## src/int_to_ascii_formatter_unit_assert.svh

```systemverilog
// ----------------------------------------------------------------------------
// int_to_ascii_formatter_unit assertion macros
// concurrent checks on i_clk, held off while i_rst_n is low
// ----------------------------------------------------------------------------
`ifndef INT_TO_ASCII_FORMATTER_UNIT_ASSERT_SVH
`define INT_TO_ASCII_FORMATTER_UNIT_ASSERT_SVH

`ifndef SYNTHESIS

// antecedent implies consequent in the same cycle
`define ITOAF_ASSERT_IMP(label, ante, cons) \
    label: assert property (@(posedge i_clk) disable iff (!i_rst_n) (ante) |-> (cons)) \
        else $error("itoaf assertion failed");

// antecedent implies consequent in the next cycle
`define ITOAF_ASSERT_NXT(label, ante, cons) \
    label: assert property (@(posedge i_clk) disable iff (!i_rst_n) (ante) |=> (cons)) \
        else $error("itoaf assertion failed");

`else

`define ITOAF_ASSERT_IMP(label, ante, cons)
`define ITOAF_ASSERT_NXT(label, ante, cons)

`endif

`endif

```

## src/itoaf_pkg.sv

```systemverilog
// ----------------------------------------------------------------------------
// itoaf_pkg
// widths, opcodes, character codes and place-value table of the formatter
// ----------------------------------------------------------------------------
package itoaf_pkg;

    localparam int VALUE_W  = 32;
    localparam int OPCODE_W = 2;
    localparam int CHAR_W   = 7;
    localparam int POS_W    = 4;
    localparam int DIGIT_W  = 4;

    typedef logic [VALUE_W-1:0]  t_value;
    typedef logic [OPCODE_W-1:0] t_opcode;
    typedef logic [CHAR_W-1:0]   t_char;
    typedef logic [POS_W-1:0]    t_pos;
    typedef logic [DIGIT_W-1:0]  t_digit;

    // format opcodes
    localparam t_opcode OP_SDEC = 2'd0;
    localparam t_opcode OP_UDEC = 2'd1;
    localparam t_opcode OP_HEX  = 2'd2;
    localparam t_opcode OP_RSVD = 2'd3;

    // ascii codes
    localparam t_char CH_ZERO  = 7'h30;
    localparam t_char CH_UPPER = 7'h41;
    localparam t_char CH_X     = 7'h78;
    localparam t_char CH_SPACE = 7'h20;
    localparam t_char CH_MINUS = 7'h2D;

    // most significant place of each radix
    localparam t_pos TOP_POS_DEC = 4'd9;
    localparam t_pos TOP_POS_HEX = 4'd7;

    // weight of a digit place: 10^pos or 16^pos
    function automatic t_value place_value(input logic hex, input t_pos pos);
        t_value v;
        if (hex) begin
            v = t_value'(32'd1) << {pos[2:0], 2'b00};
        end else begin
            unique case (pos)
                4'd0:    v = 32'd1;
                4'd1:    v = 32'd10;
                4'd2:    v = 32'd100;
                4'd3:    v = 32'd1000;
                4'd4:    v = 32'd10000;
                4'd5:    v = 32'd100000;
                4'd6:    v = 32'd1000000;
                4'd7:    v = 32'd10000000;
                4'd8:    v = 32'd100000000;
                4'd9:    v = 32'd1000000000;
                default: v = 32'd0;
            endcase
        end
        return v;
    endfunction

    // digit to uppercase ascii
    function automatic t_char digit_char(input t_digit d);
        t_char c;
        if (d < 4'd10) begin
            c = CH_ZERO + t_char'(d);
        end else begin
            c = CH_UPPER + t_char'(d) - t_char'(7'd10);
        end
        return c;
    endfunction

endpackage

```

## src/itoaf_if.sv

```systemverilog
// ----------------------------------------------------------------------------
// itoaf channel interfaces
// valid/ready channels for requests in and characters out
// ----------------------------------------------------------------------------
interface itoaf_in_if;
    logic                                  valid;
    logic                                  ready;
    logic [itoaf_pkg::VALUE_W-1:0]         value;
    logic [itoaf_pkg::OPCODE_W-1:0]        opcode;

    modport source (output valid, output value, output opcode, input ready);
    modport sink   (input valid, input value, input opcode, output ready);
endinterface

interface itoaf_out_if;
    logic                                  valid;
    logic                                  ready;
    logic [itoaf_pkg::CHAR_W-1:0]          ascii_char;
    logic                                  last;

    modport source (output valid, output ascii_char, output last, input ready);
    modport sink   (input valid, input ascii_char, input last, output ready);
endinterface

```

## src/int_to_ascii_formatter_unit.sv

```systemverilog
// ----------------------------------------------------------------------------
// int_to_ascii_formatter_unit
// prints a 32-bit word as signed decimal, unsigned decimal or 0x hex text
// ----------------------------------------------------------------------------
// usage
//   i_in  : request channel, value plus opcode (0 signed dec, 1 unsigned dec,
//           2 hex with 0x prefix, 3 dropped without any output)
//   o_out : one ascii character per transfer, most significant digit first,
//           no leading zeros, closed by a space flagged with last
// timing
//   one request at a time; ready is high only while the sequencer is idle
//   each digit place takes four compare-subtract steps on the shared 35-bit
//   comparator against 8p, 4p, 2p, p, then an emit step
//   decimal: 10 places; hex: 8 places
//   when a prefix exists, the first character leaves from the prefix step
// stalls
//   the single output register holds its character while o_out.ready is low;
//   prefix, emit and space steps wait for it, digit steps carry on
// reset
//   sequencer returns to idle and the output register empties
// ----------------------------------------------------------------------------
`include "int_to_ascii_formatter_unit_assert.svh"

module int_to_ascii_formatter_unit (
    input  logic        i_clk,
    input  logic        i_rst_n,
    itoaf_in_if.sink    i_in,
    itoaf_out_if.source o_out
);
    import itoaf_pkg::*;

    // sequencer states
    localparam logic [2:0] S_IDLE   = 3'd0;
    localparam logic [2:0] S_PREFIX = 3'd1;
    localparam logic [2:0] S_DIGIT  = 3'd2;
    localparam logic [2:0] S_EMIT   = 3'd3;
    localparam logic [2:0] S_SPACE  = 3'd4;

    // control
    logic [2:0] r_state, n_state;
    // working value, shrinks as each place is taken out
    t_value     r_rem, n_rem;
    t_pos       r_pos, n_pos;
    logic [1:0] r_bit, n_bit;
    t_digit     r_digit, n_digit;
    logic       r_hex, n_hex;
    logic       r_started, n_started;
    // prefix characters still to send ('-' or "0x")
    logic [1:0] r_pfx, n_pfx;

    // output register
    logic       r_out_valid, n_out_valid;
    t_char      r_out_char, n_out_char;
    logic       r_out_last, n_out_last;

    // shared compare-subtract unit
    t_value      w_place;
    logic [34:0] w_shifted;
    logic        w_ge;

    logic        w_accept;
    logic        w_out_free;
    logic        w_emit;
    t_char       w_emit_char;
    logic        w_emit_last;

    assign w_accept   = i_in.valid && i_in.ready;
    assign w_out_free = !r_out_valid || o_out.ready;

    assign i_in.ready       = (r_state == S_IDLE);
    assign o_out.valid      = r_out_valid;
    assign o_out.ascii_char = r_out_char;
    assign o_out.last       = r_out_last;

    // weight of this place shifted by 3, 2, 1, 0 for the greedy digit search
    assign w_place   = place_value(r_hex, r_pos);
    assign w_shifted = {3'b000, w_place} << (2'd3 - r_bit);
    assign w_ge      = {3'b000, r_rem} >= w_shifted;

    always_comb begin
        n_state     = r_state;
        n_rem       = r_rem;
        n_pos       = r_pos;
        n_bit       = r_bit;
        n_digit     = r_digit;
        n_hex       = r_hex;
        n_started   = r_started;
        n_pfx       = r_pfx;
        w_emit      = 1'b0;
        w_emit_char = CH_SPACE;
        w_emit_last = 1'b0;

        unique case (r_state)
            S_IDLE: begin
                if (w_accept) begin
                    n_hex     = (i_in.opcode == OP_HEX);
                    n_pos     = (i_in.opcode == OP_HEX) ? TOP_POS_HEX : TOP_POS_DEC;
                    n_bit     = 2'd0;
                    n_started = 1'b0;
                    n_rem     = i_in.value;
                    n_pfx     = 2'd0;
                    n_state   = S_DIGIT;
                    priority if (i_in.opcode == OP_RSVD) begin
                        // nothing printed for the unused opcode
                        n_state = S_IDLE;
                    end else if (i_in.opcode == OP_HEX) begin
                        n_pfx   = 2'd2;
                        n_state = S_PREFIX;
                    end else if (i_in.opcode == OP_SDEC && i_in.value[VALUE_W-1]) begin
                        // magnitude of a negative word, the minimum maps onto itself
                        n_rem   = t_value'(0) - i_in.value;
                        n_pfx   = 2'd1;
                        n_state = S_PREFIX;
                    end else begin
                        n_state = S_DIGIT;
                    end
                end
            end
            S_PREFIX: begin
                if (w_out_free) begin
                    w_emit = 1'b1;
                    if (r_hex) begin
                        w_emit_char = (r_pfx == 2'd2) ? CH_ZERO : CH_X;
                    end else begin
                        w_emit_char = CH_MINUS;
                    end
                    n_pfx = r_pfx - 2'd1;
                    if (r_pfx == 2'd1) begin
                        n_state = S_DIGIT;
                    end
                end
            end
            S_DIGIT: begin
                // one bit of the digit per cycle, msb first
                n_digit = {((r_bit == 2'd0) ? 3'b000 : r_digit[2:0]), w_ge};
                if (w_ge) begin
                    n_rem = r_rem - w_shifted[VALUE_W-1:0];
                end
                n_bit = r_bit + 2'd1;
                if (r_bit == 2'd3) begin
                    n_state = S_EMIT;
                end
            end
            S_EMIT: begin
                // leading zeros are skipped, the units place always prints
                if (r_digit != '0 || r_started || r_pos == '0) begin
                    if (w_out_free) begin
                        w_emit      = 1'b1;
                        w_emit_char = digit_char(r_digit);
                        n_started   = 1'b1;
                        n_state     = (r_pos == '0) ? S_SPACE : S_DIGIT;
                        n_pos       = r_pos - 4'd1;
                        n_bit       = 2'd0;
                    end
                end else begin
                    n_state = S_DIGIT;
                    n_pos   = r_pos - 4'd1;
                    n_bit   = 2'd0;
                end
            end
            S_SPACE: begin
                if (w_out_free) begin
                    w_emit      = 1'b1;
                    w_emit_char = CH_SPACE;
                    w_emit_last = 1'b1;
                    n_state     = S_IDLE;
                end
            end
            default: begin
                n_state = S_IDLE;
            end
        endcase
    end

    // output register loads on an emit, empties when taken
    always_comb begin
        n_out_valid = r_out_valid;
        n_out_char  = r_out_char;
        n_out_last  = r_out_last;
        if (w_emit) begin
            n_out_valid = 1'b1;
            n_out_char  = w_emit_char;
            n_out_last  = w_emit_last;
        end else if (o_out.ready) begin
            n_out_valid = 1'b0;
        end
    end

    always_ff @(posedge i_clk) begin
        if (!i_rst_n) begin
            r_state     <= S_IDLE;
            r_out_valid <= 1'b0;
        end else begin
            r_state     <= n_state;
            r_out_valid <= n_out_valid;
        end
    end

    always_ff @(posedge i_clk) begin
        r_rem      <= n_rem;
        r_pos      <= n_pos;
        r_bit      <= n_bit;
        r_digit    <= n_digit;
        r_hex      <= n_hex;
        r_started  <= n_started;
        r_pfx      <= n_pfx;
        r_out_char <= n_out_char;
        r_out_last <= n_out_last;
    end

    // checks
    `ITOAF_ASSERT_IMP(a_last_is_space, r_out_valid && r_out_last, r_out_char == CH_SPACE)
    `ITOAF_ASSERT_NXT(a_rsvd_dropped, w_accept && i_in.opcode == OP_RSVD, r_state == S_IDLE)
    `ITOAF_ASSERT_IMP(a_rem_in_range, r_state == S_DIGIT && r_bit == 2'd0, (r_rem >> 4) < w_place)
    `ITOAF_ASSERT_IMP(a_dec_digit, r_state == S_EMIT && !r_hex, r_digit <= 4'd9)
    `ITOAF_ASSERT_NXT(a_emit_valid, w_emit, r_out_valid)

endmodule

```

## src/flat_wrapper.sv

```systemverilog
// flat-port wrapper written by rule: the top's interface ports become plain ports
module int_to_ascii_formatter_unit_flat import itoaf_pkg::*;
  (i_clk, i_rst_n, i_in_valid, i_in_value, i_in_opcode, i_in_ready, o_out_valid, o_out_ascii_char, o_out_last, o_out_ready);
  itoaf_in_if i_in_i ();
  itoaf_out_if o_out_i ();
  input  logic i_clk;
  input  logic i_rst_n;
  input wire logic [$bits(i_in_i.valid)-1:0] i_in_valid;
  input wire logic [$bits(i_in_i.value)-1:0] i_in_value;
  input wire logic [$bits(i_in_i.opcode)-1:0] i_in_opcode;
  output wire logic [$bits(i_in_i.ready)-1:0] i_in_ready;
  output wire logic [$bits(o_out_i.valid)-1:0] o_out_valid;
  output wire logic [$bits(o_out_i.ascii_char)-1:0] o_out_ascii_char;
  output wire logic [$bits(o_out_i.last)-1:0] o_out_last;
  input wire logic [$bits(o_out_i.ready)-1:0] o_out_ready;
  assign i_in_i.valid = i_in_valid;
  assign i_in_i.value = i_in_value;
  assign i_in_i.opcode = i_in_opcode;
  assign i_in_ready = i_in_i.ready;
  assign o_out_valid = o_out_i.valid;
  assign o_out_ascii_char = o_out_i.ascii_char;
  assign o_out_last = o_out_i.last;
  assign o_out_i.ready = o_out_ready;
  int_to_ascii_formatter_unit u_core (.i_clk(i_clk), .i_rst_n(i_rst_n), .i_in(i_in_i), .o_out(o_out_i));
endmodule
```

## config.mk

```make
export PLATFORM = sky130hd
export DESIGN_NAME = int_to_ascii_formatter_unit_flat
export DESIGN_NICKNAME = d
export VERILOG_FILES = /design/src/itoaf_pkg.sv /design/src/itoaf_if.sv /design/src/int_to_ascii_formatter_unit.sv /design/src/flat_wrapper.sv
export VERILOG_INCLUDE_DIRS = /design/src /design/src/src
export SDC_FILE = /design/constraint.sdc
export NUM_CORES = 1
export LEC_CHECK = 0
export BUFFER_PORTS_ARGS = -buffer_cell sky130_fd_sc_hd__clkbuf_2
export CORE_MARGIN = 2
export CORE_UTILIZATION = 64
export CTS_BUF_LIST = sky130_fd_sc_hd__clkbuf_2 sky130_fd_sc_hd__clkbuf_4 sky130_fd_sc_hd__clkbuf_8
export DETAILED_ROUTE_END_ITERATION = 8
export PLACE_DENSITY = 0.92
export SETUP_SLACK_MARGIN = 0.02
export SKIP_CTS_REPAIR_TIMING = 1
export SYNTH_ARGS = -nofsm -noshare
export SYNTH_HDL_FRONTEND = slang
export SYNTH_SLANG_ARGS = --single-unit
```

## constraint.sdc

```tcl
create_clock -name i_clk -period 11 [get_ports i_clk]
set_input_delay 2.2 -clock i_clk [delete_from_list [all_inputs] [get_ports i_clk]]
set_output_delay 2.2 -clock i_clk [all_outputs]
set_load 0.03 [all_outputs]
```

==> out/qor.csv <==
metric;value;unit
grt_use_total;32.2;%
clkPwrFrac;16.4;%
worstMarginPinSlew;1.20;ns
clk_pin_slew;0.08;ns
die_w;106;um
drc_errors;0;
critPathRequiredTime;11.01;ns
drv_cap;0;
syn_nets;886;
syn_inst;799;
clockBufferDepth;2;
path_class;register to register;
final_common_cell;nand2_1;
vdd_drop_max;0.119;mV
wire_per_inst;18.3;um
fin_nets;913;
syn_area;6710;um2
n_antenna_cell;0;
num-fill-cells;789;
die_h;106;um
gp_congestion;0.982;
multi_input_area;4300;um2
start_util;65.6;%
synth_top_area_share;24.2;%
hp-class;register to register;
finalSetupTns;0;ns
cp-start-kind;register;
seq_area;2160;um2
yosys.area_share.xor_xnor;7.83;%
synth.avg_cell_area;8.40;um2
via_per_inst;6.38;
synthMuxAreaShare;5.39;%
layout_common_cells;93 x nand2_1, 79 x a21oi_1, 77 x o21ai_0;
synth_area_leaders;edfxtp_1 24%, ha_1 9.0%, dfxtp_1 8.1%;
fmax;0.216;GHz
drtPass1Iterations;7;
grt_first_pass_wirelength;28.6;mm
cts_buffers;9;
min_period;4.63;ns
synth_compound_area_share;22.6;%
power.density;229;nW/um2
seqPwrFrac;27.6;%
synth-edff-count;54;
synth_top_family_by_area;compound AO/OA/AOI/OAI gates;
holdWs;0.614;ns
combPwrFrac;56.0;%
synth_seq_cells;81;
synth_warnings;0;
synth_cell_types;72;
synthArstFlopShare;0;%
ant_nets;0;
p_sw;744;uW
seq_area_frac_synth;32.2;%
crit_path_end_kind;register;
vias;6173;
worstPathArrival;4.65;ns
r2r_cells;16;
drtIter0Drc;519;
syn_to_final_growth;8.07;%
finalHoldViolations;0;
finalClockSkew;0.0132;ns
ctsRootBufferMaster;clkbuf_8;
cts_tree;built;
rsz0062_at_grt;no;
final-max-slew-violation-count;0;
grt_pass1_vias;5692;
swShare;44.8;%
core_area;10200;um2
status;finished, final reports clean;
dp_hpwl;13.6;mm
pre_cts_slack;6.52;ns
wirelength;17.7;mm
leakagePower;0.00285;uW
ios;48;
drive_above_1_share;12.0;%
crit_fanout;33;
finalSetupViolCount;0;
hold_depth;2;
overflow;0;
fin_ws;6.37;ns
cts_htree_levels;3;
dieArea;11300;um2
synthAdderAreaFrac;9.25;%
intPower;915;uW
rows;37;
synth_flop_cell;edfxtp_1;
synth-simple-area-share;19.1;%
grt_max_degree;50;
slew_headroom;19.8;%
synth_top_area_cell;edfxtp_1;
finalCritPeriodShare;42.1;%
io_buffers;47;
grt_antenna_before_repair;0;
cts.sinks;81;
clk-insertion-delay-late;0.37;ns
## power groups by stage
stage / sequential [uW] / combinational [uW] / clock [uW]
floorplan: 449 / 694 / 0
global placement: 458 / 880 / 0
detailed placement: 463 / 899 / 0
CTS: 457 / 908 / 270
global route: 465 / 1020 / 283
finish: 458 / 930 / 272
## cell usage after synthesis (3+ instances only)
| master | count |
|---|---|
| nand4b_1 | 3 |
| nor2_1 | 65 |
| xor2_1 | 24 |
| nor2b_1 | 7 |
| a21o_1 | 15 |
| a21boi_0 | 3 |
| nor3_1 | 24 |
| o31ai_1 | 11 |
| mux2i_1 | 31 |
| buf_1 | 7 |
| nand2_1 | 93 |
| clkbuf_1 | 25 |
| a211oi_1 | 3 |
| o22ai_1 | 6 |
| inv_1 | 25 |
| dfxtp_1 | 27 |
| ha_1 | 48 |
| xnor2_1 | 36 |
| o211ai_1 | 4 |
| nand4_1 | 4 |
| and3_1 | 7 |
| a31oi_1 | 15 |
| buf_2 | 4 |
| a21oi_1 | 79 |
| a31o_2 | 6 |
| and2_1 | 8 |
| or3_1 | 6 |
| edfxtp_1 | 54 |
| a211o_1 | 3 |
| nand3_1 | 18 |
| o21ai_0 | 77 |
| nand2b_1 | 6 |
## cell type report
cell class                      instances  area share (%)
Clock inverter                          5            1.41
Inverter                               28            1.45
Timing Repair Buffer                   52            3.76
Multi-Input combinational cell        654            59.3
Sequential cell                        81            29.8
Tap cell                              136            2.35
Clock buffer                           11            1.88
## per-layer routing
layer / global-route usage [%] / wire (um) / up-vias
met5: 0 / 0 / -
met4: 10.2 / 374 / 0
met3: 4.66 / 1470 / 33
met2: 52.6 / 8340 / 295
met1: 44.2 / 7540 / 2881
li1: - / - / 2964
## worst paths after layout
kind,endpoint,slack [ns],from
setup reg to reg,u_core.r_rem[2]$_DFFE_PP_,6.37,u_core.r_hex$_DFFE_PP_
hold reg to reg,u_core.r_state[0]$_SDFFE_PN0P_,0.61,u_core.r_state[0]$_SDFFE_PN0P_
hold / removal,u_core.r_state[0]$_SDFFE_PN0P_,0.61,u_core.r_state[0]$_SDFFE_PN0P_
setup / recovery,u_core.r_rem[2]$_DFFE_PP_,6.37,u_core.r_hex$_DFFE_PP_
## logic make-up after synthesis
| family | after synthesis |
|---|---|
| and+or+nand+nor | 263 |
| AOI/OAI and AO/OA | 247 |
| DFF | 81 |
| buffers and inverters | 64 |
| xor gates and xnor gates | 60 |
| adders and majority gates | 49 |
| muxes | 35 |
## critical path, stage by stage (launching register included)
cell	delay, ns
edfxtp_1	0.71
buf_4	0.40
nand2_1	0.15
nor2_1	0.25
nand2_1	0.09
o21ai_0	0.11
a21oi_1	0.13
ha_1	0.40
nand2_1	0.14
a211o_1	0.33
a211oi_1	0.33
o21ai_0	0.24
nand2_1	0.14
o211ai_1	0.11
a21oi_1	0.18
a21o_1	0.14
buf_4	0.41
## through the flow
stage                     instances  area, um2  utilization [%]  power (uW)
after floorplan                 799       6710                -        1140
after global placement          951       7010             68.5        1340
after detailed placement        951       7010             68.5        1360
after CTS                       967       7250             70.9        1640
after global routing            967       7250             70.9        1770
final                           967       7250             70.9        1660
No activity file was read; power rests on OpenSTA's default activity.
